### src/sv/mghf_pkg.sv
// mghf_pkg: shared constants, item types and helpers for the masked grid hole fill unit
// no dependencies; imported by mghf_div and masked_grid_hole_fill_dilation_unit
`default_nettype none

package mghf_pkg;

  localparam int CHANNEL_BITS = 16;
  localparam int NUM_CH       = 6;     // up r,g,b then down r,g,b
  localparam int MAX_WIDTH    = 256;
  localparam int MAX_HEIGHT   = 256;
  localparam int RING_ROWS    = 4;
  localparam int COL_BITS     = $clog2(MAX_WIDTH);
  localparam int ROW_BITS     = $clog2(MAX_HEIGHT);
  localparam int RING_BITS    = $clog2(RING_ROWS);
  localparam int ADDR_BITS    = RING_BITS + COL_BITS;
  localparam int STORE_DEPTH  = RING_ROWS * MAX_WIDTH;
  localparam int SIZE_BITS    = 9;
  localparam int EXT_BITS     = SIZE_BITS + 1;
  localparam int POS_BITS     = 17;
  localparam int CNT_BITS     = 4;     // neighbor count 0..8
  localparam int SUM_BITS     = CHANNEL_BITS + 3;
  localparam int NUM_STEPS    = 9;     // center plus eight neighbors
  localparam int STEP_BITS    = $clog2(NUM_STEPS);
  localparam int DIV_CNT_BITS = $clog2(SUM_BITS + 1);

  localparam logic [STEP_BITS-1:0] STEP_LAST = STEP_BITS'(NUM_STEPS - 1);

  // configuration register indexes
  localparam logic CFG_GRID_WIDTH  = 1'b0;
  localparam logic CFG_GRID_HEIGHT = 1'b1;

  typedef logic [CHANNEL_BITS-1:0] chan_t;
  typedef chan_t [NUM_CH-1:0] chan_vec_t;
  typedef logic [SUM_BITS-1:0] sum_t;
  typedef sum_t [NUM_CH-1:0] sum_vec_t;

  typedef struct packed {
    logic      valid;
    chan_vec_t chans;
  } cell_word_t;

  typedef struct packed {
    logic  is_pad;
    logic  in_valid;
    chan_t in_up_r;
    chan_t in_up_g;
    chan_t in_up_b;
    chan_t in_down_r;
    chan_t in_down_g;
    chan_t in_down_b;
  } cell_item_t;

  typedef struct packed {
    logic  out_valid;
    chan_t out_up_r;
    chan_t out_up_g;
    chan_t out_up_b;
    chan_t out_down_r;
    chan_t out_down_g;
    chan_t out_down_b;
    logic  frame_end;
  } result_item_t;

  typedef struct packed {
    logic                start;
    logic [CNT_BITS-1:0] divisor;
  } div_ctl_t;

  // zero acts as one, oversize saturates
  function automatic logic [SIZE_BITS-1:0] clamp_size(input logic [SIZE_BITS-1:0] v,
                                                      input logic [SIZE_BITS-1:0] maxv);
    if (v == '0) return SIZE_BITS'(1);
    if (v > maxv) return maxv;
    return v;
  endfunction

  // {row code, column code}, code 0/1/2 means -1/0/+1; step 0 is the center
  function automatic logic [3:0] step_offset(input logic [STEP_BITS-1:0] k);
    logic [3:0] off;
    case (k)
      4'd0:    off = {2'd1, 2'd1};
      4'd1:    off = {2'd0, 2'd0};
      4'd2:    off = {2'd0, 2'd1};
      4'd3:    off = {2'd0, 2'd2};
      4'd4:    off = {2'd1, 2'd0};
      4'd5:    off = {2'd1, 2'd2};
      4'd6:    off = {2'd2, 2'd0};
      4'd7:    off = {2'd2, 2'd1};
      4'd8:    off = {2'd2, 2'd2};
      default: off = {2'd1, 2'd1};
    endcase
    return off;
  endfunction

endpackage

`default_nettype wire

### src/sv/mghf_div.sv
// mghf_div: six-lane restoring divider, one quotient bit per cycle, shared divisor 1..8
// depends on mghf_pkg
`default_nettype none

module mghf_div (
  input  logic                clk,
  input  logic                rst,
  input  mghf_pkg::div_ctl_t  ctl,
  input  mghf_pkg::sum_vec_t  dividend,
  output logic                done,
  output mghf_pkg::chan_vec_t quotient
);
  import mghf_pkg::*;

  logic                    busy;
  logic [DIV_CNT_BITS-1:0] count;
  logic [CNT_BITS-1:0]     divisor;
  sum_vec_t                num;
  sum_vec_t                num_next;
  logic [CNT_BITS-1:0]     rem      [NUM_CH];
  logic [CNT_BITS-1:0]     rem_next [NUM_CH];
  logic [CNT_BITS:0]       trial    [NUM_CH];
  logic [NUM_CH-1:0]       fits;

  always_comb begin
    for (int i = 0; i < NUM_CH; i++) begin
      trial[i] = {rem[i], num[i][SUM_BITS-1]};
      fits[i]  = trial[i] >= {1'b0, divisor};
      // remainder stays below the divisor, so four bits hold it
      rem_next[i] = fits[i] ? CNT_BITS'(trial[i] - {1'b0, divisor}) : trial[i][CNT_BITS-1:0];
      num_next[i] = {num[i][SUM_BITS-2:0], fits[i]};
      quotient[i] = num[i][CHANNEL_BITS-1:0];
    end
  end

  always_ff @(posedge clk) begin
    if (rst) begin
      busy  <= 1'b0;
      done  <= 1'b0;
      count <= '0;
    end else begin
      done <= 1'b0;
      if (ctl.start) begin
        busy  <= 1'b1;
        count <= DIV_CNT_BITS'(SUM_BITS);
      end else if (busy) begin
        count <= count - DIV_CNT_BITS'(1);
        if (count == DIV_CNT_BITS'(1)) begin
          busy <= 1'b0;
          done <= 1'b1;
        end
      end
    end
  end

  always_ff @(posedge clk) begin
    if (ctl.start) begin
      num     <= dividend;
      divisor <= ctl.divisor;
      for (int i = 0; i < NUM_CH; i++) rem[i] <= '0;
    end else if (busy) begin
      num <= num_next;
      for (int i = 0; i < NUM_CH; i++) rem[i] <= rem_next[i];
    end
  end

endmodule

`default_nettype wire

### config.mk
export PLATFORM = sky130hd
export DESIGN_NAME = mghf_div
export DESIGN_NICKNAME = d
export VERILOG_FILES = /design/src/sv/mghf_pkg.sv /design/src/sv/mghf_div.sv
export SDC_FILE = /design/constraint.sdc
export NUM_CORES = 1
export LEC_CHECK = 0
export ABC_AREA = 1
export BUFFER_PORTS_ARGS = -buffer_cell sky130_fd_sc_hd__buf_2
export CORE_MARGIN = 2
export CORE_UTILIZATION = 55
export DETAILED_ROUTE_END_ITERATION = 7
export PLACE_DENSITY = 0.87
export SLEW_MARGIN = 5
export SYNTH_ARGS = -nofsm -noshare
export SYNTH_HDL_FRONTEND = slang
export SYNTH_SLANG_ARGS = --single-unit
### constraint.sdc
create_clock -name clk -period 12.15 [get_ports clk]
set_clock_uncertainty 0.1 [all_clocks]
set_input_delay 2.43 -clock clk [delete_from_list [all_inputs] [get_ports clk]]
set_output_delay 2.43 -clock clk [all_outputs]
set_load 0.005 [all_outputs]
==> results.txt <==
- Layout fillers: 1196
* Synthesized-area fraction occupied by and/or/nand/nor cells: 0.2287
* Count of endpoints failing setup in the final report: 0
- The clock reaches the later pin of the worst-skew pair after 430 ps.
- Bufs on Longest Clock Path: 2
- In this run, synthesis produced a sequential element count of 149.
- Cell taking the most area after synthesis: sky130_fd_sc_hd__edfxtp_1
- The critical path goes through buf_4, buf_4, inv_4, buf_4, o21ai_1, o21ai_0, inv_1.
- Total global routing track utilization: 0.2200
- Post-CTS Setup Repair Bufs: 0
* Slew Limit Headroom: 0.2797
- For this design the ratio of total power to cell area is 159.0 nW/um^2.
* Share of the clock period used by the worst path after layout: 0.3475
- Leading post-synthesis cells by cell area: sky130_fd_sc_hd__edfxtp_1, sky130_fd_sc_hd__nand2_1, sky130_fd_sc_hd__buf_4, sky130_fd_sc_hd__ha_1, sky130_fd_sc_hd__nand3_1
* Core area: 14420 sq um
- CP Class: input pin to register
- The floorplan step set the die width to 124.9 um.
* Slew at the pin closest to its max-slew limit: 1080 ps
* Number of warnings printed during yosys synthesis: 0
* Signed area change from the synthesized netlist to the final layout: 13.98%
- The first global-routing pass estimated 27190 um of wire.
* Crit-path slowest cell: sky130_fd_sc_hd__buf_4
* Critical path's largest stage delay: 810 ps
- Static leakage: 0.004514 uW
* Result of the run: completed
- For this run, the top clock speed supported by timing is 0.2369 GHz.
* Clk slew on worst S/H paths: 60 ps
- The via count of the first global-routing pass came to 5690.
- Buffers added on ports: 217
* Crit. End Element: register
- Maximum fanout along the worst path: 109
* Minimum clock period: 4222 ps
* Max capacitance violation total: 0
- On the critical path the largest part of the delay comes from buffers and inverters.
* Die area: 15600 sq um
- Via total after detailed routing: 5902
* Proportion of synthesized area in mux cells: 0
- Final estimated routing congestion in global placement: 0.8242
- CP most frequent cell: sky130_fd_sc_hd__buf_4
- Hold buffers post-CTS: 0
* RSZ-0062 raised after global routing: false
* Number of rows created at floorplan: 44
- The die is 124.9 um tall.
- Gates resized during post-CTS repair numbered 0.
- The initial utilization of the core area, before any placement, comes to 0.5572.
- For this run, the register share of the synthesized area comes to 0.5480.
- For this run, the share of the core covered by cells in the final layout is 0.6351.
* Number of cells produced by synthesis: 862
- The mapped netlist covers 8036 sq um.
- Counting every sink on the clock net gives 149.
- Of the total synthesized cell area, the portion taken by XOR and XNOR cells is 0.007629.
* CTS buffer count: 17
- Area share of the leading cell type in the synthesized netlist: 0.5306
- Cell at the root of the clock tree: sky130_fd_sc_hd__clkbuf_16
- The number of hold violations in the final report is 0.
* Worst Path Required: 12360 ps
* Net Count, Synth: 1015
* DR iter-0 viols: 436
- Drt pass-1 iters: 6
- Max-slew violation total from the final report: 0
* Largest net degree at the start of global routing: 110
* Total gr overflow: 0
* Vias per std cell: 5.014
- Total power draw: 1456 uW
- In this run the number of H-tree levels came out at 4.
* Post-synthesis adder-cell area fraction: 0.05543
* Synthesized-area fraction occupied by ao, oa, aoi and oai cells: 0.03363
* Data arrival time of the critical path: 4430 ps
- After legalization and detailed placement, the total HPWL measured 11430 um.
* Path category of the worst min-delay check: register to register
- Worst supply voltage drop on vdd: 0.00008638 V
- TritonCTS built the clock tree.
* Critical path launch point type: input pin
- Boundary pin count: 218
- Buffering stage count on the worst path with inverters included: 5
- Largest family of logic cells by synthesized area: simple AND/OR/NAND/NOR gates
* Setup TNS after final layout: 0 ps
- Number of design rule violations left after detail routing: 0
- Synthesized area per cell: 9.323 sq um
- In the final design database the tool counted 1133 nets.
- Share of final-layout standard cells stronger than drive strength 1: 0.2790
- The number of antenna violations at the first check in global routing came to 0.
- Mean routed wirelength per cell: 14.41 um
- Total wire length after detailed routing: 16960 um
- Unique masters post-synth: 27
* Count of antenna-violating nets left after detailed routing: 0
- Antenna cells: 0
[per-stage QoR]
stage | area (sq um) | hold slack [ps] | cells | setup WS (ps)
4_1_cts | 9160 | 391.3 | 1177 | 7963
6_report | 9160 | 397.1 | 1177 | 7928
3_5_place_dp | 8548 | 381.5 | 1145 | 7512
5_1_grt | 9160 | 427.6 | 1177 | 7754
2_1_floorplan | 8036 | 342.2 | 862 | 6244
3_3_place_gp | 8548 | 360.7 | 1145 | 7590
[where the power goes]
part           internal, uW  switching [uW]
clock network           342             209
logic                  97.3             143
registers               633            32.0
total                  1070             385
[Yosys cell counts, drive strengths merged]
| cell | n |
|---|---|
| nand2 | 385 |
| edfxtp | 142 |
| buf | 118 |
| nor2 | 45 |
| inv | 44 |
| nand3 | 35 |
| ha | 26 |
| a21oi | 13 |
| a21boi | 9 |
| o21ai | 8 |
| a31oi | 7 |
| dfxtp | 7 |
| xor2 | 7 |
| fa | 6 |
| clkbuf | 5 |
| nor3 | 2 |
| a221oi | 1 |
| and3 | 1 |
| o211ai | 1 |
[cell usage in the layout, fill, tap and decap left out, types with 7 or more instances in the layout]
cell	n
sky130_fd_sc_hd__nand2_2	8
sky130_fd_sc_hd__nor2_1	45
sky130_fd_sc_hd__edfxtp_1	142
sky130_fd_sc_hd__clkbuf_16	17
sky130_fd_sc_hd__inv_1	37
sky130_fd_sc_hd__xor2_1	7
sky130_fd_sc_hd__a21boi_0	9
sky130_fd_sc_hd__buf_2	216
sky130_fd_sc_hd__a31oi_1	7
sky130_fd_sc_hd__nand2_1	376
sky130_fd_sc_hd__dfxtp_1	7
sky130_fd_sc_hd__nand3_1	35
sky130_fd_sc_hd__a21oi_1	9
sky130_fd_sc_hd__ha_1	26
[worst min-delay path, delay by kind of cell, from the launching register on]
| kind | cells | cell delay [ps] |
|---|---|---|
| DFF | 1 | 320 |
| and+or+nand+nor | 1 | 70 |
| AOI/OAI and AO/OA | 1 | 60 |
[path summary, 6_finish.rpt]
kind                    startpoint                 endpoint  slack, ps  cells past startpoint
min reg2reg  count[4]$_SDFFE_PP0P_    count[4]$_SDFFE_PP0P_        400                      2
min          count[4]$_SDFFE_PP0P_    count[4]$_SDFFE_PP0P_        400                      2
max reg2reg   divisor[1]$_DFFE_PP_  rem[1][1]$_SDFFCE_PN0P_       9670                      7
max                         ctl[4]    count[0]$_SDFFE_PP0P_       7930                      7
[per-layer routing]
metal  part of all wire  routed length (um)  vias to the layer above  global-route usage
met4              0.023                 395                        0             0.09412
met1               0.41                6883                     2731              0.2649
li1                   -                   -                     2935                   -
met3              0.060                1017                       32             0.05885
met2               0.51                8660                      204              0.3738
met5                  0                   0                        -                   0
[state kept, by name (all words and copies together) (netlist names)]
| name | cells |
|---|---|
| quotient | 96 |
| num | 18 |
| busy | 1 |
| done | 1 |
| rem | 24 |
| divisor | 4 |
| count | 5 |
[cell families after synthesis]
group	count (synthesis)
AO/OA/AOI/OAI	39
XOR/XNOR	7
adder cells (fa/ha/maj)	32
buffers and inverters	167
flip-flops	149
AND/OR/NAND/NOR	468
[cell type report]
cell class / instances / area [sq um] / area share
inverters: 44 / 172.7 / 0.01885
clock buffers: 18 / 429.2 / 0.04685
multi-input cells: 546 / 2615 / 0.2855
well taps: 184 / 230.2 / 0.02513
repair buffers: 222 / 1126 / 0.1229
flip-flops and latches: 149 / 4404 / 0.4808
clock inverters: 14 / 182.7 / 0.01994
(Power assumes the default switching activity.)
